File: config.mk
export PLATFORM = sky130hd
export DESIGN_NAME = ppmd_ctrl
export DESIGN_NICKNAME = d
export VERILOG_FILES = /design/src/hw/rtl/ppmd_pkg.sv /design/src/hw/rtl/ppmd_ctrl.sv
export SDC_FILE = /design/constraint.sdc
export NUM_CORES = 1
export LEC_CHECK = 0
export ABC_CLOCK_PERIOD_IN_PS = 1200
export BUFFER_PORTS_ARGS = -buffer_cell sky130_fd_sc_hd__buf_2
export CORE_AREA = 3 3 40 42
export CTS_CLUSTER_DIAMETER = 60
export CTS_CLUSTER_SIZE = 40
export DETAILED_ROUTE_END_ITERATION = 10
export DIE_AREA = 0 0 43 45
export HOLD_SLACK_MARGIN = 0.12
export PLACE_DENSITY_LB_ADDON = 0.12
export SLEW_MARGIN = 20
export SYNTH_ARGS = -nofsm -noshare
export SYNTH_HDL_FRONTEND = slang
export SYNTH_SLANG_ARGS = --single-unit
File: constraint.sdc
create_clock -name clk_i -period 1.2 [get_ports clk_i]
set_input_delay 0.3 -clock clk_i [delete_from_list [all_inputs] [get_ports clk_i]]
set_output_delay 0.3 -clock clk_i [all_outputs]
set_load 0.02 [all_outputs]
File: src/hw/rtl/ppmd_pkg.sv
// Package for the PPM stream decoder: phases, status codes, byte classes, types.
// No dependencies.
`timescale 1ns / 1ps
package ppmd_pkg;

  localparam int unsigned MaxDimDefault = 4096;
  localparam int unsigned AccMax        = 131071;

  typedef enum logic [3:0] {
    PH_MAGIC_P = 4'd0,
    PH_MAGIC_D = 4'd1,
    PH_WIDTH   = 4'd2,
    PH_HEIGHT  = 4'd3,
    PH_MAXVAL  = 4'd4,
    PH_DATA    = 4'd5,
    PH_DONE    = 4'd6,
    PH_ERROR   = 4'd7
  } phase_e;

  typedef enum logic [2:0] {
    ST_PIXEL     = 3'd0,
    ST_BAD_MAGIC = 3'd1,
    ST_BAD_HDR   = 3'd2,
    ST_TOO_BIG   = 3'd3,
    ST_TRUNC     = 3'd4
  } status_e;

  // Controller states.
  typedef enum logic [1:0] {
    C_IDLE,
    C_DIV,
    C_OUT
  } ctrl_e;

  localparam logic [7:0] ChP    = 8'h50;
  localparam logic [7:0] Ch3    = 8'h33;
  localparam logic [7:0] Ch6    = 8'h36;
  localparam logic [7:0] ChHash = 8'h23;
  localparam logic [7:0] ChLf   = 8'h0a;
  localparam logic [7:0] ChCr   = 8'h0d;

  // Commands from controller to datapath.
  typedef struct packed {
    logic parse;     // take the byte in the input register
    logic div_start; // load the divider
    logic div_step;  // one quotient bit
    logic finish;    // commit scaled sample
  } cmd_t;

  // Status from datapath to controller.
  typedef struct packed {
    logic need_div;  // byte completed a valid sample
    logic emit;      // a result is to be delivered
    logic div_done;
  } stat_t;

  function automatic logic is_space(input logic [7:0] b);
    return b == 8'd32 || (b >= 8'd9 && b <= 8'd13);
  endfunction

  function automatic logic is_digit(input logic [7:0] b);
    return b >= 8'd48 && b <= 8'd57;
  endfunction

endpackage

File: src/hw/rtl/ppmd_ctrl.sv
// Sequencer of the PPM decoder: parse, divide, deliver.
// Depends on ppmd_pkg.
`timescale 1ns / 1ps
module ppmd_ctrl (
  input  logic              clk_i,
  input  logic              rst_ni,
  input  logic              in_valid_i,
  output logic              in_ready_o,
  output logic              out_valid_o,
  input  logic              out_ready_i,
  input  ppmd_pkg::stat_t   stat_i,
  output ppmd_pkg::cmd_t    cmd_o
);

  ppmd_pkg::ctrl_e state_q, state_d;
  logic            full_q, full_d;  // a byte waits in the datapath input register

  // Next state.
  always_comb begin
    state_d = state_q;
    full_d  = full_q;
    if (in_valid_i && in_ready_o) full_d = 1'b1;
    unique case (state_q)
      ppmd_pkg::C_IDLE: begin
        if (full_q) begin
          full_d = in_valid_i && in_ready_o;
          if (stat_i.need_div)  state_d = ppmd_pkg::C_DIV;
          else if (stat_i.emit) state_d = ppmd_pkg::C_OUT;
        end
      end
      ppmd_pkg::C_DIV: if (stat_i.div_done) state_d = stat_i.emit ? ppmd_pkg::C_OUT
                                                                  : ppmd_pkg::C_IDLE;
      ppmd_pkg::C_OUT: if (out_ready_i) state_d = ppmd_pkg::C_IDLE;
      default: state_d = ppmd_pkg::C_IDLE;
    endcase
  end

  // Outputs.
  always_comb begin
    cmd_o           = '0;
    in_ready_o      = 1'b0;
    out_valid_o     = 1'b0;
    unique case (state_q)
      ppmd_pkg::C_IDLE: begin
        in_ready_o = !full_q || !(stat_i.need_div || stat_i.emit);
        cmd_o.parse     = full_q;
        cmd_o.div_start = full_q && stat_i.need_div;
      end
      ppmd_pkg::C_DIV: begin
        cmd_o.div_step = !stat_i.div_done;
        cmd_o.finish   = stat_i.div_done;
      end
      ppmd_pkg::C_OUT: out_valid_o = 1'b1;
      default: ;
    endcase
  end

  always_ff @(posedge clk_i or negedge rst_ni) begin
    if (!rst_ni) begin
      state_q <= ppmd_pkg::C_IDLE;
      full_q  <= 1'b0;
    end else begin
      state_q <= state_d;
      full_q  <= full_d;
    end
  end

endmodule

; Word-level counts from Yosys, hierarchy flattened
; Index checks and enable logic that the tools add are counted.
[totals]
ff_bits = 3
in_bits = 7
output_inout_bits = 6
word_cells = 31
[classes]
n_eq_ne = 6
muxes = 14
n_reduce_logical = 9
[ops]
columns = cell, n
row1 = 2-bit 2-to-1 mux, 8
row2 = 2-bit inequality test (second input constant), 3
row3 = 2-bit case mux with 3 select lines, 1
row4 = 1-bit 2-to-1 mux, 5
row5 = 4-bit AND reduction, 1
row6 = 1-bit logical NOT, 3
row7 = 3-bit inequality test (second input constant), 1
row8 = 2-bit by 1-bit == test with 1-bit output (second input constant), 1
row9 = 2-bit == test (second input constant), 1
row10 = 1-bit logical AND, 2
row11 = 2-bit logical NOT, 1
row12 = 1-bit logical OR, 2

; Longest topological paths before layout
[depth]
word_depth = 8
mapped_depth = 3

; Worst setup path after synthesis
; No wires, ideal clock.
[synth_path]
path_kind = flip-flop to output port
start = register state_q[1]
end = output port in_ready_o
t_arrival_ps = 991
slack_ps = -91
path_stages_with_launch = 3
path_buffers = 1
path_cell_list = dfrtp_1 buf_6 nor3_1
[synth_between]
elab_chain_cells = 2
[synth_rtl]
columns = item, line
row1 = from (decl), ppmd_ctrl.sv:15  ; ppmd_pkg::ctrl_e state_q, state_d;
row2 = from (signal assigned), ppmd_ctrl.sv:60  ; state_q <= ppmd_pkg::C_IDLE;
row3 = from (signal assigned), ppmd_ctrl.sv:63  ; state_q <= state_d;
row4 = 2-bit logical NOT, ppmd_ctrl.sv:43  ; unique case (state_q)
row5 = 1-bit 2-to-1 mux, ppmd_ctrl.sv:43
row6 = to (decl), ppmd_ctrl.sv:8  ; output logic in_ready_o,
; No other way between the ends.

==> flow_metrics.tcl <==
set metrics [dict create \
    grt_first_pass_wirelength_um 1140 \
    post-route-min-period_ns 1.45 \
    placed_area_um2 344 \
    routedWlPerCell_um 10.9 \
    fraction_of_post_synthesis_cell_area_in_the_top_cell_type_by_area 0.343 \
    timing_worst_slew_pin_value_ns 0.227 \
    synth_area_leaders "sky130_fd_sc_hd__dfrtp_1 (34%), sky130_fd_sc_hd__nor4b_2 (6.9%), sky130_fd_sc_hd__nor3b_2 (5.7%)" \
    fin_worst_hold_slack_ns 0.334 \
    met1_usage_in_global_routing 0.0940 \
    irDropWorstVdd_mv 1.30 \
    cts-buffers-inserted 3 \
    antennaDiodeCount 0 \
    mostFrequentLayoutCells "sky130_fd_sc_hd__buf_4 (14), sky130_fd_sc_hd__buf_2 (6), sky130_fd_sc_hd__buf_6 (4)" \
    yosysUniqueCellTypes 19 \
    pwr-share-comb 0.677 \
    groute.layer.met2.usage 0.123 \
    main_combinational_cell_family_by_area_after_synthesis "simple AND/OR/NAND/NOR gates" \
    numPlacedInstances 54 \
    power_dissipated_by_switching_net_loads_mw 0.517 \
    antenna_left 0 \
    most_frequent_standard_cell_in_the_layout_excluding_fill_and_tap_cells "sky130_fd_sc_hd__buf_4" \
    synth_compound_gate_area_share 0.177 \
    post_synth_inst_count 21 \
    via_count_of_the_first_global_routing_pass 270 \
    ys_warn_count 0 \
    finalHoldViolCount 0 \
    ctsLongestPathBuffers 2 \
    clock_power_share 0.131 \
    synth_nets 28 \
    cts_tree "built" \
    grt_antenna_before_repair 0 \
    timing.final.crit_share 1.21 \
    drt-pass1-iter-count 4 \
    synth.ff_latch_count 3 \
    report.power.total_mw 1.34 \
    remaining_drc_errors 0 \
    design.final.nets 56 \
    die_h_um 45 \
    cts.htree.levels 1 \
    synthXorXnorAreaFrac 0 \
    floorplan.initialDensity 0.170 \
    port_buffers 12 \
    placeableCoreArea_mm2 0.00128 \
    cellLeakagePower_nw 0.242 \
    crit_type "flip-flop to primary output" \
    count_of_endpoints_failing_setup_in_the_final_report 7 \
    gr-usage-all-layers 0.0808 \
    post-synth-top-area-cell "sky130_fd_sc_hd__dfrtp_1" \
    layout.cells.non_filler 63 \
    p_per_area_mw_per_mm2 2890 \
    status "finished with violations" \
    final_design_area_no_fill_um2 464 \
    clock_root_buffer "sky130_fd_sc_hd__clkbuf_4" \
    post_synth_fa_ha_maj_area_fraction 0 \
    violations "negative setup slack" \
    timing.critical_path.to_type "primary output" \
    internal-power_mw 0.827 \
    sort_of_element_at_the_start_of_the_critical_path "flip-flop" \
    cts.clk_slew.worst_paths_ns 0.04 \
    num_vias 267 \
    wl_um 686 \
    synthesized_area_fraction_occupied_by_and_or_nand_nor_cells 0.377 \
    grt-busiest-layer "met2" \
    rows 13 \
    avgSynthCellArea_um2 10.4 \
    timing.slew.headroom 0.847 \
    place.gp.congestion 0.682 \
    maximum_number_of_pins_on_one_net_before_global_route_repair 7 \
    ys_seq_area_frac 0.343 \
    use_met3 0.0319 \
    combined_area_of_all_synthesized_cells_um2 219 \
    place.detailed.hpwl_um 509 \
    grt.overflow.total 0 \
    detail_route.iter0.violations 6 \
    report.final.slew_viol_count 0 \
    post_route_cells_drive_above_1_share 0.729 \
    max_clock_freq_ghz 0.691 \
    netSwitchingFraction 0.385 \
    seq_power_share 0.192 \
    finClkSkew_ns 0.00248 \
    holdCritPathClass "input pin to flip-flop" \
    clock_sink_count 3 \
    die-area_mm2 0.00194 \
    routed_via_density 4.24 \
    clk_latency_ns 0.23 \
    max_cap_violations 0 \
    syn_to_final_growth_pct 112 \
    worst-endpoint-required_ns 0.90 \
    post-route-worst-setup-slack_ns -0.247 \
    worstPathMaxFanout 5 \
    grt_setup_unrepaired "true" \
    top_level_ports 13 \
    worst_ep_arrival_time_ns 1.15 \
    synth.mux.area_fraction 0 \
    fp.dieW_um 43 \
]
sequential cells by signal (all words and copies together), names as in the netlist:
register,flops
full_q,1
state_q,2
per-stage QoR:
stage / TNS (ns) / setup slack (ns) / utilization
finish: -1.27 / -0.247 / 0.361
global route: -1.64 / -0.284 / 0.361
CTS: -1.26 / -0.241 / 0.350
detailed placement: -0.0581 / -0.0332 / 0.268
global placement: -0.0232 / -0.0232 / 0.268
floorplan: 0 / 0.00851 / -
final cells by class:
type                    instances  area [µm²]
clock buffers                   4        26.3
fillers                       150         821
inverters                       1        3.75
multi-input cells              15         148
flip-flops and latches          3        77.6
well taps                      15        18.8
repair buffers                 25         190
metal layers:
metal  part of all wire  wire length, µm
met1               0.42              289
met2               0.48              328
met3              0.082               56
met4              0.017               12
met5                  0                0
Yosys cell counts, drive strengths merged:
library cell,number
a31o,1
and2,1
and3,1
and3b,1
nor2,1
nor2b,1
o21a,1
o21ai,1
nor3,1
a211o,1
nor3b,2
buf,2
nor4b,1
inv,1
dfrtp,3
o41ai,1
and4b,1
kinds of logic (layout without fill, tap and decap cells):
family / Yosys count / in the layout
AOI/OAI and AO/OA: 5 / 5
buffers and inverters: 3 / 30
DFF: 3 / 3
and+or+nand+nor: 10 / 10
repair_timing:
| item | CTS | global route |
|---|---|---|
| cloned | 0 | 0 |
| buffers inserted | 4 | 0 |
| gates resized for setup | 13 | 3 |
| setup endpoints to repair | 7 | 8 |
| endpoints found under the hold margin | 3 | 0 |
| hold buffers | 1 | 0 |
| pin swaps | 2 | 0 |
worst max-delay path, cell delays in order, from the launching register on:
cell,delay (ns)
sky130_fd_sc_hd__dfrtp_2,0.45
sky130_fd_sc_hd__buf_4,0.15
sky130_fd_sc_hd__and3b_2,0.19
sky130_fd_sc_hd__buf_6,0.13
power groups by stage:
stage,Sequential [mW],Combinational (mW),Clock [mW]
floorplan,0.174,0.431,0
global placement,0.225,0.640,0
detailed placement,0.229,0.644,0
CTS,0.241,0.870,0.184
global route,0.269,0.967,0.194
finish,0.257,0.910,0.176
path summary, 6_finish.rpt:
path | slack (ns) | depth (start not counted) | end | start
worst max-delay path | -0.25 | 3 | cmd_o[0] | state_q[0]
worst min-delay path | 0.33 | 3 | full_q | in_valid_i
worst max register to register | -0.06 | 4 | state_q[1] | state_q[0]
worst min register to register | 0.61 | 1 | state_q[0] | full_q
max in group asynchronous | 0.69 | 2 | state_q[1] | rst_ni
min in group asynchronous | 0.40 | 2 | full_q | rst_ni
(Power assumes the default switching activity.)
