--- src/hw/rtl/ppmd_pkg.sv ---
// Package for the PPM stream decoder: phases, status codes, byte classes, types.
// No dependencies.
`timescale 1ns / 1ps
package ppmd_pkg;

  localparam int unsigned MaxDimDefault = 4096;
  localparam int unsigned AccMax        = 131071;

  typedef enum logic [3:0] {
    PH_MAGIC_P = 4'd0,
    PH_MAGIC_D = 4'd1,
    PH_WIDTH   = 4'd2,
    PH_HEIGHT  = 4'd3,
    PH_MAXVAL  = 4'd4,
    PH_DATA    = 4'd5,
    PH_DONE    = 4'd6,
    PH_ERROR   = 4'd7
  } phase_e;

  typedef enum logic [2:0] {
    ST_PIXEL     = 3'd0,
    ST_BAD_MAGIC = 3'd1,
    ST_BAD_HDR   = 3'd2,
    ST_TOO_BIG   = 3'd3,
    ST_TRUNC     = 3'd4
  } status_e;

  // Controller states.
  typedef enum logic [1:0] {
    C_IDLE,
    C_DIV,
    C_OUT
  } ctrl_e;

  localparam logic [7:0] ChP    = 8'h50;
  localparam logic [7:0] Ch3    = 8'h33;
  localparam logic [7:0] Ch6    = 8'h36;
  localparam logic [7:0] ChHash = 8'h23;
  localparam logic [7:0] ChLf   = 8'h0a;
  localparam logic [7:0] ChCr   = 8'h0d;

  // Commands from controller to datapath.
  typedef struct packed {
    logic parse;     // take the byte in the input register
    logic div_start; // load the divider
    logic div_step;  // one quotient bit
    logic finish;    // commit scaled sample
  } cmd_t;

  // Status from datapath to controller.
  typedef struct packed {
    logic need_div;  // byte completed a valid sample
    logic emit;      // a result is to be delivered
    logic div_done;
  } stat_t;

  function automatic logic is_space(input logic [7:0] b);
    return b == 8'd32 || (b >= 8'd9 && b <= 8'd13);
  endfunction

  function automatic logic is_digit(input logic [7:0] b);
    return b >= 8'd48 && b <= 8'd57;
  endfunction

endpackage

--- src/hw/rtl/ppmd_dp.sv ---
// Datapath of the PPM decoder: header parser, counters, restoring divider, result register.
// Depends on ppmd_pkg.
`timescale 1ns / 1ps
module ppmd_dp #(
  parameter int unsigned MAX_DIM = ppmd_pkg::MaxDimDefault
) (
  input  logic             clk_i,
  input  logic             rst_ni,
  input  logic             in_load_i,
  input  logic [7:0]       byte_i,
  input  logic             sof_i,
  input  logic             eof_i,
  input  ppmd_pkg::cmd_t   cmd_i,
  output ppmd_pkg::stat_t  stat_o,
  output logic [2:0]       status_o,
  output logic [7:0]       red_o,
  output logic [7:0]       green_o,
  output logic [7:0]       blue_o,
  output logic             last_o
);

  localparam logic [16:0] AccMax = 17'(ppmd_pkg::AccMax);
  localparam logic [16:0] DimMax = 17'(MAX_DIM);

  // Input byte register.
  logic [7:0] b_q;
  logic       sof_q, eof_q;
  always_ff @(posedge clk_i) begin
    if (in_load_i) begin
      b_q   <= byte_i;
      sof_q <= sof_i;
      eof_q <= eof_i;
    end
  end

  ppmd_pkg::phase_e ph_q, ph_d;
  logic        asc_q, asc_d, com_q, com_d, hd_q, hd_d;
  logic [16:0] acc_q, acc_d;
  logic [12:0] w_q, w_d, h_q, h_d, col_q, col_d, row_q, row_d;
  logic [15:0] mx_q, mx_d;
  logic [1:0]  ci_q, ci_d;
  logic [7:0]  hb_q, hb_d, rh_q, rh_d, gh_q, gh_d;
  logic        emit_q, emit_d;
  logic [2:0]  st_q, st_d;
  logic [7:0]  ro_q, ro_d, go_q, go_d, bo_q, bo_d;
  logic        lo_q, lo_d;
  logic        pend_eof_q, pend_eof_d; // end of file after the pending sample

  // Divider: 255*v / maxval over 24 dividend bits.
  logic [23:0] dq_q, dq_d;
  logic [16:0] rem_q, rem_d;
  logic [4:0]  cnt_q, cnt_d;
  logic        busy_q, busy_d;

  logic        have_samp;

  // Parse one byte; sample values above maxval fail here.
  always_comb begin
    logic [20:0] mul;
    logic [16:0] v;
    logic        fin;
    logic [16:0] rs;
    ph_d = ph_q; asc_d = asc_q; com_d = com_q; hd_d = hd_q; acc_d = acc_q;
    w_d = w_q; h_d = h_q; mx_d = mx_q; col_d = col_q; row_d = row_q; ci_d = ci_q;
    hb_d = hb_q; rh_d = rh_q; gh_d = gh_q;
    emit_d = emit_q; st_d = st_q; ro_d = ro_q; go_d = go_q; bo_d = bo_q; lo_d = lo_q;
    pend_eof_d = pend_eof_q;
    dq_d = dq_q; rem_d = rem_q; cnt_d = cnt_q; busy_d = busy_q;
    have_samp = 1'b0;
    mul = '0; v = '0; fin = 1'b0; rs = '0;

    if (cmd_i.parse) begin
      emit_d = 1'b0;
      if (sof_q) begin
        ph_d = ppmd_pkg::PH_MAGIC_P; asc_d = 1'b0; com_d = 1'b0; hd_d = 1'b0; acc_d = '0;
        w_d = '0; h_d = '0; mx_d = '0; col_d = '0; row_d = '0; ci_d = '0;
        hb_d = '0; rh_d = '0; gh_d = '0;
      end
      mul = {acc_d, 3'b0} + {2'b0, acc_d, 1'b0} + 21'(b_q - 8'd48);
      unique case (ph_d)
        ppmd_pkg::PH_MAGIC_P:
          if (b_q == ppmd_pkg::ChP) ph_d = ppmd_pkg::PH_MAGIC_D;
          else begin ph_d = ppmd_pkg::PH_ERROR; emit_d = 1'b1;
            st_d = ppmd_pkg::ST_BAD_MAGIC; end
        ppmd_pkg::PH_MAGIC_D:
          if (b_q == ppmd_pkg::Ch3) begin asc_d = 1'b1; ph_d = ppmd_pkg::PH_WIDTH; end
          else if (b_q == ppmd_pkg::Ch6) begin asc_d = 1'b0; ph_d = ppmd_pkg::PH_WIDTH; end
          else begin ph_d = ppmd_pkg::PH_ERROR; emit_d = 1'b1;
            st_d = ppmd_pkg::ST_BAD_MAGIC; end
        ppmd_pkg::PH_WIDTH, ppmd_pkg::PH_HEIGHT, ppmd_pkg::PH_MAXVAL, ppmd_pkg::PH_DATA: begin
          if (ph_d == ppmd_pkg::PH_DATA && !asc_d) begin
            // Binary samples.
            if (mx_d > 16'd255) begin
              if (!hd_d) begin hb_d = b_q; hd_d = 1'b1; end
              else begin hd_d = 1'b0; v = {1'b0, hb_d, b_q}; fin = 1'b1; end
            end else begin v = {9'b0, b_q}; fin = 1'b1; end
          end else if (com_d) begin
            if (b_q == ppmd_pkg::ChLf || b_q == ppmd_pkg::ChCr) com_d = 1'b0;
          end else if (ppmd_pkg::is_digit(b_q)) begin
            acc_d = (mul > {4'b0, AccMax}) ? AccMax : mul[16:0];
            hd_d  = 1'b1;
          end else if (ppmd_pkg::is_space(b_q) || b_q == ppmd_pkg::ChHash) begin
            if (hd_d) begin
              rs = acc_d; acc_d = '0; hd_d = 1'b0;
              if (ph_d == ppmd_pkg::PH_DATA) begin v = rs; fin = 1'b1; end
              else if (ph_d == ppmd_pkg::PH_MAXVAL && b_q == ppmd_pkg::ChHash) begin
                ph_d = ppmd_pkg::PH_ERROR; emit_d = 1'b1; st_d = ppmd_pkg::ST_BAD_HDR;
              end else if (ph_d == ppmd_pkg::PH_WIDTH) begin
                if (rs < 17'd1 || rs > DimMax) begin ph_d = ppmd_pkg::PH_ERROR;
                  emit_d = 1'b1; st_d = ppmd_pkg::ST_BAD_HDR; end
                else begin w_d = rs[12:0]; ph_d = ppmd_pkg::PH_HEIGHT; end
              end else if (ph_d == ppmd_pkg::PH_HEIGHT) begin
                if (rs < 17'd1 || rs > DimMax) begin ph_d = ppmd_pkg::PH_ERROR;
                  emit_d = 1'b1; st_d = ppmd_pkg::ST_BAD_HDR; end
                else begin h_d = rs[12:0]; ph_d = ppmd_pkg::PH_MAXVAL; end
              end else begin
                if (rs < 17'd1 || rs > 17'd65535) begin ph_d = ppmd_pkg::PH_ERROR;
                  emit_d = 1'b1; st_d = ppmd_pkg::ST_BAD_HDR; end
                else begin mx_d = rs[15:0]; ph_d = ppmd_pkg::PH_DATA;
                  col_d = '0; row_d = '0; ci_d = '0; end
              end
            end
            if (b_q == ppmd_pkg::ChHash && ph_d != ppmd_pkg::PH_ERROR && !fin) com_d = 1'b1;
            if (b_q == ppmd_pkg::ChHash && fin) com_d = 1'b1;
          end else begin
            ph_d = ppmd_pkg::PH_ERROR; emit_d = 1'b1; st_d = ppmd_pkg::ST_BAD_HDR;
          end
        end
        default: ;
      endcase
      // Sample finished by end of file.
      if (eof_q && !fin && ph_d == ppmd_pkg::PH_DATA && asc_d && hd_d && !com_d &&
          !emit_d) begin
        v = acc_d; acc_d = '0; hd_d = 1'b0; fin = 1'b1;
      end
      pend_eof_d = eof_q;
      if (fin) begin
        if (v > {1'b0, mx_d}) begin
          ph_d = ppmd_pkg::PH_ERROR; emit_d = 1'b1; st_d = ppmd_pkg::ST_TOO_BIG;
        end else begin
          have_samp = 1'b1;
          dq_d = {v[15:0], 8'b0} - {8'b0, v[15:0]};
          rem_d = '0; cnt_d = '0; busy_d = 1'b1;
        end
      end
      if (!have_samp && eof_q && ph_d != ppmd_pkg::PH_DONE && ph_d != ppmd_pkg::PH_ERROR) begin
        emit_d = 1'b1;
        st_d = (ph_d <= ppmd_pkg::PH_MAGIC_D) ? ppmd_pkg::ST_BAD_MAGIC :
               (ph_d < ppmd_pkg::PH_DATA) ? ppmd_pkg::ST_BAD_HDR : ppmd_pkg::ST_TRUNC;
        ph_d = ppmd_pkg::PH_ERROR;
      end
      if (emit_d) begin ro_d = '0; go_d = '0; bo_d = '0; lo_d = 1'b0; end
    end

    // One restoring quotient bit per step.
    if (cmd_i.div_step) begin
      rs = {rem_q[15:0], dq_q[23]};
      if (rs >= {1'b0, mx_q}) begin rs = rs - {1'b0, mx_q}; dq_d = {dq_q[22:0], 1'b1}; end
      else dq_d = {dq_q[22:0], 1'b0};
      rem_d = rs; cnt_d = cnt_q + 5'd1;
    end

    // Commit scaled sample; maybe a pixel.
    if (cmd_i.finish) begin
      busy_d = 1'b0;
      if (ci_q == 2'd0) begin rh_d = dq_q[7:0]; ci_d = 2'd1; end
      else if (ci_q == 2'd1) begin gh_d = dq_q[7:0]; ci_d = 2'd2; end
      else begin
        ci_d = 2'd0; emit_d = 1'b1; st_d = ppmd_pkg::ST_PIXEL;
        ro_d = rh_q; go_d = gh_q; bo_d = dq_q[7:0];
        lo_d = (col_q + 13'd1 >= w_q) && (row_q + 13'd1 >= h_q);
        if (lo_d) ph_d = ppmd_pkg::PH_DONE;
        else begin
          col_d = col_q + 13'd1;
          if (col_d >= w_q) begin col_d = '0; row_d = row_q + 13'd1; end
        end
      end
      if (pend_eof_q && ph_d != ppmd_pkg::PH_DONE) begin
        ph_d = ppmd_pkg::PH_ERROR; emit_d = 1'b1; st_d = ppmd_pkg::ST_TRUNC;
        ro_d = '0; go_d = '0; bo_d = '0; lo_d = 1'b0;
      end
    end
  end

  always_ff @(posedge clk_i or negedge rst_ni) begin
    if (!rst_ni) begin
      ph_q <= ppmd_pkg::PH_MAGIC_P; asc_q <= 1'b0; com_q <= 1'b0; hd_q <= 1'b0;
      acc_q <= '0; w_q <= '0; h_q <= '0; mx_q <= '0; col_q <= '0; row_q <= '0;
      ci_q <= '0; hb_q <= '0; rh_q <= '0; gh_q <= '0; emit_q <= 1'b0;
      busy_q <= 1'b0; cnt_q <= '0; pend_eof_q <= 1'b0;
    end else begin
      ph_q <= ph_d; asc_q <= asc_d; com_q <= com_d; hd_q <= hd_d;
      acc_q <= acc_d; w_q <= w_d; h_q <= h_d; mx_q <= mx_d; col_q <= col_d; row_q <= row_d;
      ci_q <= ci_d; hb_q <= hb_d; rh_q <= rh_d; gh_q <= gh_d; emit_q <= emit_d;
      busy_q <= busy_d; cnt_q <= cnt_d; pend_eof_q <= pend_eof_d;
    end
  end

  always_ff @(posedge clk_i) begin
    st_q <= st_d; ro_q <= ro_d; go_q <= go_d; bo_q <= bo_d; lo_q <= lo_d;
    dq_q <= dq_d; rem_q <= rem_d;
  end

  // Status is combinational on the parse cycle so the controller branches at once.
  assign stat_o.need_div = cmd_i.parse && have_samp;
  assign stat_o.emit     = cmd_i.parse ? emit_d : emit_d;
  assign stat_o.div_done = busy_q && cnt_q == 5'd24;
  assign status_o = st_q;
  assign red_o    = ro_q;
  assign green_o  = go_q;
  assign blue_o   = bo_q;
  assign last_o   = lo_q;

endmodule

--- config.mk ---
export PLATFORM = sky130hd
export DESIGN_NAME = ppmd_dp
export DESIGN_NICKNAME = d
export VERILOG_FILES = /design/src/hw/rtl/ppmd_pkg.sv /design/src/hw/rtl/ppmd_dp.sv
export SDC_FILE = /design/constraint.sdc
export NUM_CORES = 1
export LEC_CHECK = 0
export BUFFER_PORTS_ARGS = -buffer_cell sky130_fd_sc_hd__buf_2
export CORE_MARGIN = 4
export CORE_UTILIZATION = 60
export DETAILED_ROUTE_END_ITERATION = 10
export PLACE_DENSITY = 0.77
export SYNTH_ARGS = -nofsm -noshare
export SYNTH_HDL_FRONTEND = slang
export SYNTH_SLANG_ARGS = --single-unit
--- constraint.sdc ---
create_clock -name clk_i -period 11.87 [get_ports clk_i]
set_input_delay 2.374 -clock clk_i [delete_from_list [all_inputs] [get_ports clk_i]]
set_output_delay 2.374 -clock clk_i [all_outputs]
set_load 0.03 [all_outputs]
# Yosys cells after proc, flatten, opt, wreduce, memory -nomap -nowiden
# Cells that the tools add are included.
[op_classes] n_addsub=8 order_cmp=15 n_eq_ne=21 muxes=302 n_reduce_logical=40
[ops] cell="13-bit 2-to-1 mux" n=59
[ops] cell="17-bit 2-to-1 mux" n=20
[ops] cell="16-bit 2-to-1 mux" n=20
[ops] cell="8-bit 2-to-1 mux" n=32
[ops] cell="4-bit 2-to-1 mux" n=29
[ops] cell="24-bit 2-to-1 mux" n=4
[ops] cell="1-bit 2-to-1 mux" n=85
[ops] cell="3-bit 2-to-1 mux" n=28
[ops] cell="2-bit 2-to-1 mux" n=18
[ops] cell="8-bit by 6-bit == test with 1-bit output, second input constant" n=4
[ops] cell="13-bit by 1-bit adder with 13-bit output, second input constant" n=2
[ops] cell="13-bit >= comparator" n=2
[ops] cell="24-bit by 16-bit subtractor with 24-bit output" n=1
[ops] cell="20-bit by 18-bit adder with 21-bit output" n=1
[ops] cell="21-bit adder" n=1
[ops] cell="21-bit by 17-bit > comparator with 1-bit output, second input constant" n=1
[ops] cell="1-bit logical AND" n=20
[ops] cell="5-bit 2-to-1 mux" n=4
[ops] cell="17-bit by 16-bit >= comparator with 1-bit output" n=1
[ops] cell="17-bit by 13-bit > comparator with 1-bit output, second input constant" n=1
[ops] cell="17-bit by 16-bit > comparator with 1-bit output" n=1
[ops] cell="17-bit by 16-bit > comparator with 1-bit output, second input constant" n=1
[ops] cell="17-bit by 1-bit < comparator with 1-bit output, second input constant" n=1
[ops] cell="8-bit by 4-bit == test with 1-bit output, second input constant" n=2
[ops] cell="other kinds (28)" n=48
[totals] regBits=204 out_inout_bits=31 elab_cells=414

# Longest topological paths before layout
[logic_depth] ltp_word=50 mapped_depth=39 depth_no_buf=30

# Worst setup path after synthesis
# No wires, ideal clock.
[synth_path] path_kind="register to output" startpoint="register sof_q" endpoint="output port stat_o[1] (netlist bit)" arrival_time_ns=8.252 required_ns=9.496 path_slack_ns=1.244 path_stages_with_launch=37 path_buffers=12 cell_sequence="edfxtp_1 > clkbuf_1 > clkbuf_1 > clkbuf_1 > clkbuf_1 > buf_1 > clkbuf_1 > buf_1 > nor2_1 > ha_1 > o21bai_1 > ha_1 > a211oi_2 > o21ai_1 > nor3b_1 > a31o_2 > or3_1 > and2_1 > buf_2 > nor3_2 > buf_2 > a31oi_1 > o21ai_0 > o21ai_0 > ha_1 > a2111oi_0 > a221oi_1 > a21oi_1 > nand2b_1 > nor3b_1 > o211ai_1 > o31ai_1 > and3_1 > buf_2 > buf_2 > o21ai_0 > buf_4"
[synth_via] elab_chain_len=50 word_cells_on_any_way=178
[synth_lines] item="start: declaration" line="ppmd_dp.sv:27" text="logic sof_q, eof_q;"
[synth_lines] item="start signal: assignment" line="ppmd_dp.sv:31" text="sof_q <= sof_i;"
[synth_lines] item="parallel branches: the longest is 49 deep, another holds 17-bit by 1-bit < comparator with 1-bit output"
[synth_lines] item="1-bit 2-to-1 mux (*)" line="ppmd_dp.sv:164" text="if (cmd_i.finish) begin"
[synth_lines] item="end: declaration" line="ppmd_dp.sv:14" text="output ppmd_pkg::stat_t stat_o,"
# Mark *: on every way between the ends. The select of a mux whose other input is x is not followed.

==> results.sh <==
export IMPL_postSynth_topFlopCell="sky130_fd_sc_hd__dfrtp_1"
export IMPL_synthMostInstantiatedCell="sky130_fd_sc_hd__nand2_1"
export IMPL_detail_route_drc_violations=0
export IMPL_r2r_path_start="b_q[5]"
export IMPL_post_synth_mux_area_share_pct=2.31
export IMPL_r2r_end="emit_q"
export IMPL_clock_power_share_pct=28.9
export IMPL_fp_row_count=57
export IMPL_result_of_the_run="finished, final reports clean"
export IMPL_unrepaired_setup_endpoints_after_global_routing="false"
export IMPL_wire_length_of_the_first_global_routing_pass_mm=70.6
export IMPL_async_flop_share_pct=61.8
export IMPL_synth_cell_area_sq_um=15100
export IMPL_max_cap_viol_count=0
export IMPL_cp_top_family="compound AO/OA/AOI/OAI gates"
export IMPL_antenna_found_initial=1
export IMPL_switching_share_pct=37.1
export IMPL_final_period_minus_worst_setup_slack_ns=11.38
export IMPL_grt_ovfl_total=0
export IMPL_syn_instance_count=1793
export IMPL_sum_of_internal_switching_and_leakage_power_uw=2450
export IMPL_synth_area_leaders="sky130_fd_sc_hd__dfrtp_1 21%, sky130_fd_sc_hd__edfxtp_1 10%, sky130_fd_sc_hd__ha_1 9.1%"
export IMPL_synth_compound_area_share_pct=23.6
export IMPL_die_y_um=167
export IMPL_synth_xor_area_share_pct=4.47
export IMPL_cts_hold_buffers_added=0
export IMPL_hold_depth=1
export IMPL_crit_path_frequent_cell="sky130_fd_sc_hd__ha_1"
export IMPL_via_count_of_the_first_global_routing_pass=13000
export IMPL_place_gp_congestion=1.04
export IMPL_placeable_core_region_sq_um=24500
export IMPL_route_vias_total=13800
export IMPL_remaining_number_of_nets_flagged_by_the_antenna_check_after_routing=0
export IMPL_detail_route_first_pass_iterations=7
export IMPL_synth_warning_count=0
export IMPL_clock_sink_count=204
export IMPL_clock_fmax_ghz=0.0878
export IMPL_synthDominantCellAreaShare_pct=20.9
export IMPL_initial_utilization_pct=61.5
export IMPL_critPathBufInv=4
export IMPL_timing_hold_worst_start="last_o"
export IMPL_slew_headroom_pct=27.2
export IMPL_placed_wire_length_estimate_after_detailed_placement_mm=32.0
export IMPL_synth_nets=1925
export IMPL_floorplan_die_width_um=167
export IMPL_finClkSkew_ns=0.0205
export IMPL_cp_slowest_cell="sky130_fd_sc_hd__o221ai_1"
export IMPL_number_of_cells_on_the_worst_reg_to_reg_path=28
export IMPL_worst_slew_pin_slew_ns=1.09
export IMPL_power_share_combinational_pct=33.4
export IMPL_post_cts_buffers=0
export IMPL_nets=1930
export IMPL_avgViaCountPerCell=6.44
export IMPL_crit_fanout=26
export IMPL_track_usage_pct=30.9
export IMPL_grt_start_max_net_pins=67
export IMPL_setup_worst_path_class="reg -> out"
export IMPL_numPortBuffers=46
export IMPL_synth_avg_cell_area_sq_um=8.41
export IMPL_drt_first_iter_violations=1841
export IMPL_cp_end_kind="output pin"
export IMPL_critical_path_start_type="register"
export IMPL_postSynthRegisterBits=204
export IMPL_share_of_layout_cells_above_drive_strength_1_pct=8.87
export IMPL_power_switching_uw=911
export IMPL_share_of_synthesized_cell_area_in_and_or_nand_and_nor_gates_pct=19.8
export IMPL_synth_top_family_by_area="compound AO/OA/AOI/OAI gates"
export IMPL_adder_cell_area_share_of_the_yosys_netlist_pct=9.79
export IMPL_clock_latency_ns=0.55
export IMPL_clockBufferDepth=3
export IMPL_totalWireLength_mm=43.6
export IMPL_r2r_slack_ns=3.46
export IMPL_seq_area_frac_synth_pct=34.6
export IMPL_tritoncts_clock_tree="done"
export IMPL_timing_max_transition_violations_final=0
export IMPL_post_route_period_util_pct=95.9
export IMPL_critical_path_max_stage_delay_ns=0.85
export IMPL_cp_data_required_time_ns=9.50
export IMPL_pwr_cell_area_nw_per_um2=151
export IMPL_yosysUniqueCellTypes=93
export IMPL_synth_top_cells_by_count="175 x sky130_fd_sc_hd__nand2_1, 168 x sky130_fd_sc_hd__nor2_1, 152 x sky130_fd_sc_hd__o21ai_0"
export IMPL_hold_crit_class="reg -> reg"
export IMPL_worst_endpoint_arrival_ns=9.01
export IMPL_vdd_drop_max_mv=0.140
export IMPL_setup_viol=0
export IMPL_area_growth_synth_to_final_pct=7.76
export IMPL_numCtsBuffers=23
export IMPL_number_of_hold_violations_in_the_final_report=0
export IMPL_synth_edff_count=50
export IMPL_antenna_diode_count=0
export IMPL_htree_num_levels=1
export IMPL_ios=48
export IMPL_worst_setup_hold_path_clk_slew_ns=0.06
export IMPL_p_leak_uw=0.00740
export IMPL_die_area_sq_um=27700
export IMPL_final_util_pct=66.2
export IMPL_power_frac_seq_pct=37.8
export IMPL_cts_root_buf="sky130_fd_sc_hd__clkbuf_16"
export IMPL_synth_area_leader_cell="sky130_fd_sc_hd__dfrtp_1"
export IMPL_totalNegativeSetupSlack_ns=0
export IMPL_min_to="last_o"
export IMPL_final_routed_wire_length_divided_by_cell_count_um=20.4
export IMPL_p_int_uw=1540
[repair_timing]
action | CTS | global route
hold endpoints to repair | 0 | 0
setup endpoints to repair | 0 | 1
gates resized for setup | 0 | 1
[final cells by class]
type	count	area (sq um)
fillers	2034	8280
clock inverters	8	82.6
clock buffers	34	647
well taps	324	405
multi-input cells	1384	9050
inverters	117	444
flip-flops and latches	204	5220
repair buffers	68	400
[cells by family after synthesis]
group           count (synthesis)
simple gates                  608
flops                         204
compound gates                550
mux                            34
xor+xnor                       77
fa+ha+maj                     115
buf+inv                       205
[state kept, by name, indices dropped and copies added, names as in the netlist, 13 cells and up]
name and cells:
h_q 13, mx_q 16, acc_q 17, col_q 13
dq_q 24, row_q 13, rem_q 16, w_q 13
[worst register-to-register path: cells and delay by family (launching register included)]
| family | cells | cell delay, ns |
|---|---|---|
| compound gates | 13 | 3.93 |
| simple gates | 8 | 1.58 |
| fa+ha+maj | 4 | 1.33 |
| buf+inv | 3 | 0.87 |
| flops | 1 | 0.53 |
[power by group through the flow]
stage	combinational, uW	sequential, uW	clock [uW]
6_report	819	927	708
5_1_grt	911	939	746
4_1_cts	807	923	713
3_5_place_dp	799	936	0
3_3_place_gp	774	932	0
2_1_floorplan	612	904	0
[worst max path at each step]
stage | startpoint | endpoint | slack (ns) | depth (start not counted)
3_5_place_dp | b_q[5] | stat_o[1] | 0.96 | 27
3_3_place_gp | b_q[5] | stat_o[1] | 1.17 | 27
4_1_cts | b_q[5] | stat_o[1] | 0.40 | 27
6_report | b_q[5] | stat_o[1] | 0.49 | 29
2_1_floorplan | sof_q | stat_o[1] | 1.24 | 36
5_1_grt | b_q[5] | stat_o[1] | 0.03 | 28
[metal layers]
| metal | global-route usage, % | vias to the layer above | routed length [um] |
|---|---|---|---|
| met3 | 3.91 | 100 | 4070 |
| met1 | 44.9 | 6507 | 18800 |
| met4 | 11.0 | 0 | 1700 |
| li1 | - | 6491 | - |
| met5 | 0 | - | 0 |
| met2 | 47.7 | 668 | 19100 |
[cells in the final DEF, fill, tap and decap left out, types with 24 or more instances in the layout]
cell type                    n
sky130_fd_sc_hd__a21o_1     43
sky130_fd_sc_hd__a21oi_1   122
sky130_fd_sc_hd__a22o_1     37
sky130_fd_sc_hd__and3_1     28
sky130_fd_sc_hd__buf_2      44
sky130_fd_sc_hd__buf_4      24
sky130_fd_sc_hd__dfrtp_1   126
sky130_fd_sc_hd__dfxtp_1    28
sky130_fd_sc_hd__edfxtp_1   50
sky130_fd_sc_hd__ha_1      110
sky130_fd_sc_hd__inv_1     115
sky130_fd_sc_hd__mux2i_1    28
sky130_fd_sc_hd__nand2_1   175
sky130_fd_sc_hd__nand2b_1   34
sky130_fd_sc_hd__nand3_1    56
sky130_fd_sc_hd__nor2_1    168
sky130_fd_sc_hd__o21ai_0   151
sky130_fd_sc_hd__o22ai_1    33
sky130_fd_sc_hd__xnor2_1    49
sky130_fd_sc_hd__xor2_1     28
[stage by stage]
stage / setup WS [ns] / instances / instance area (sq um) / hold slack, ns
2_1_floorplan: 1.24 / 1793 / 15100 / 0.450
3_3_place_gp: 1.17 / 2097 / 15500 / 0.437
3_5_place_dp: 0.963 / 2097 / 15500 / 0.449
4_1_cts: 0.401 / 2139 / 16200 / 0.464
5_1_grt: 0.0329 / 2139 / 16200 / 0.484
6_report: 0.487 / 2139 / 16200 / 0.466
Power figures use the tool's default switching activity.
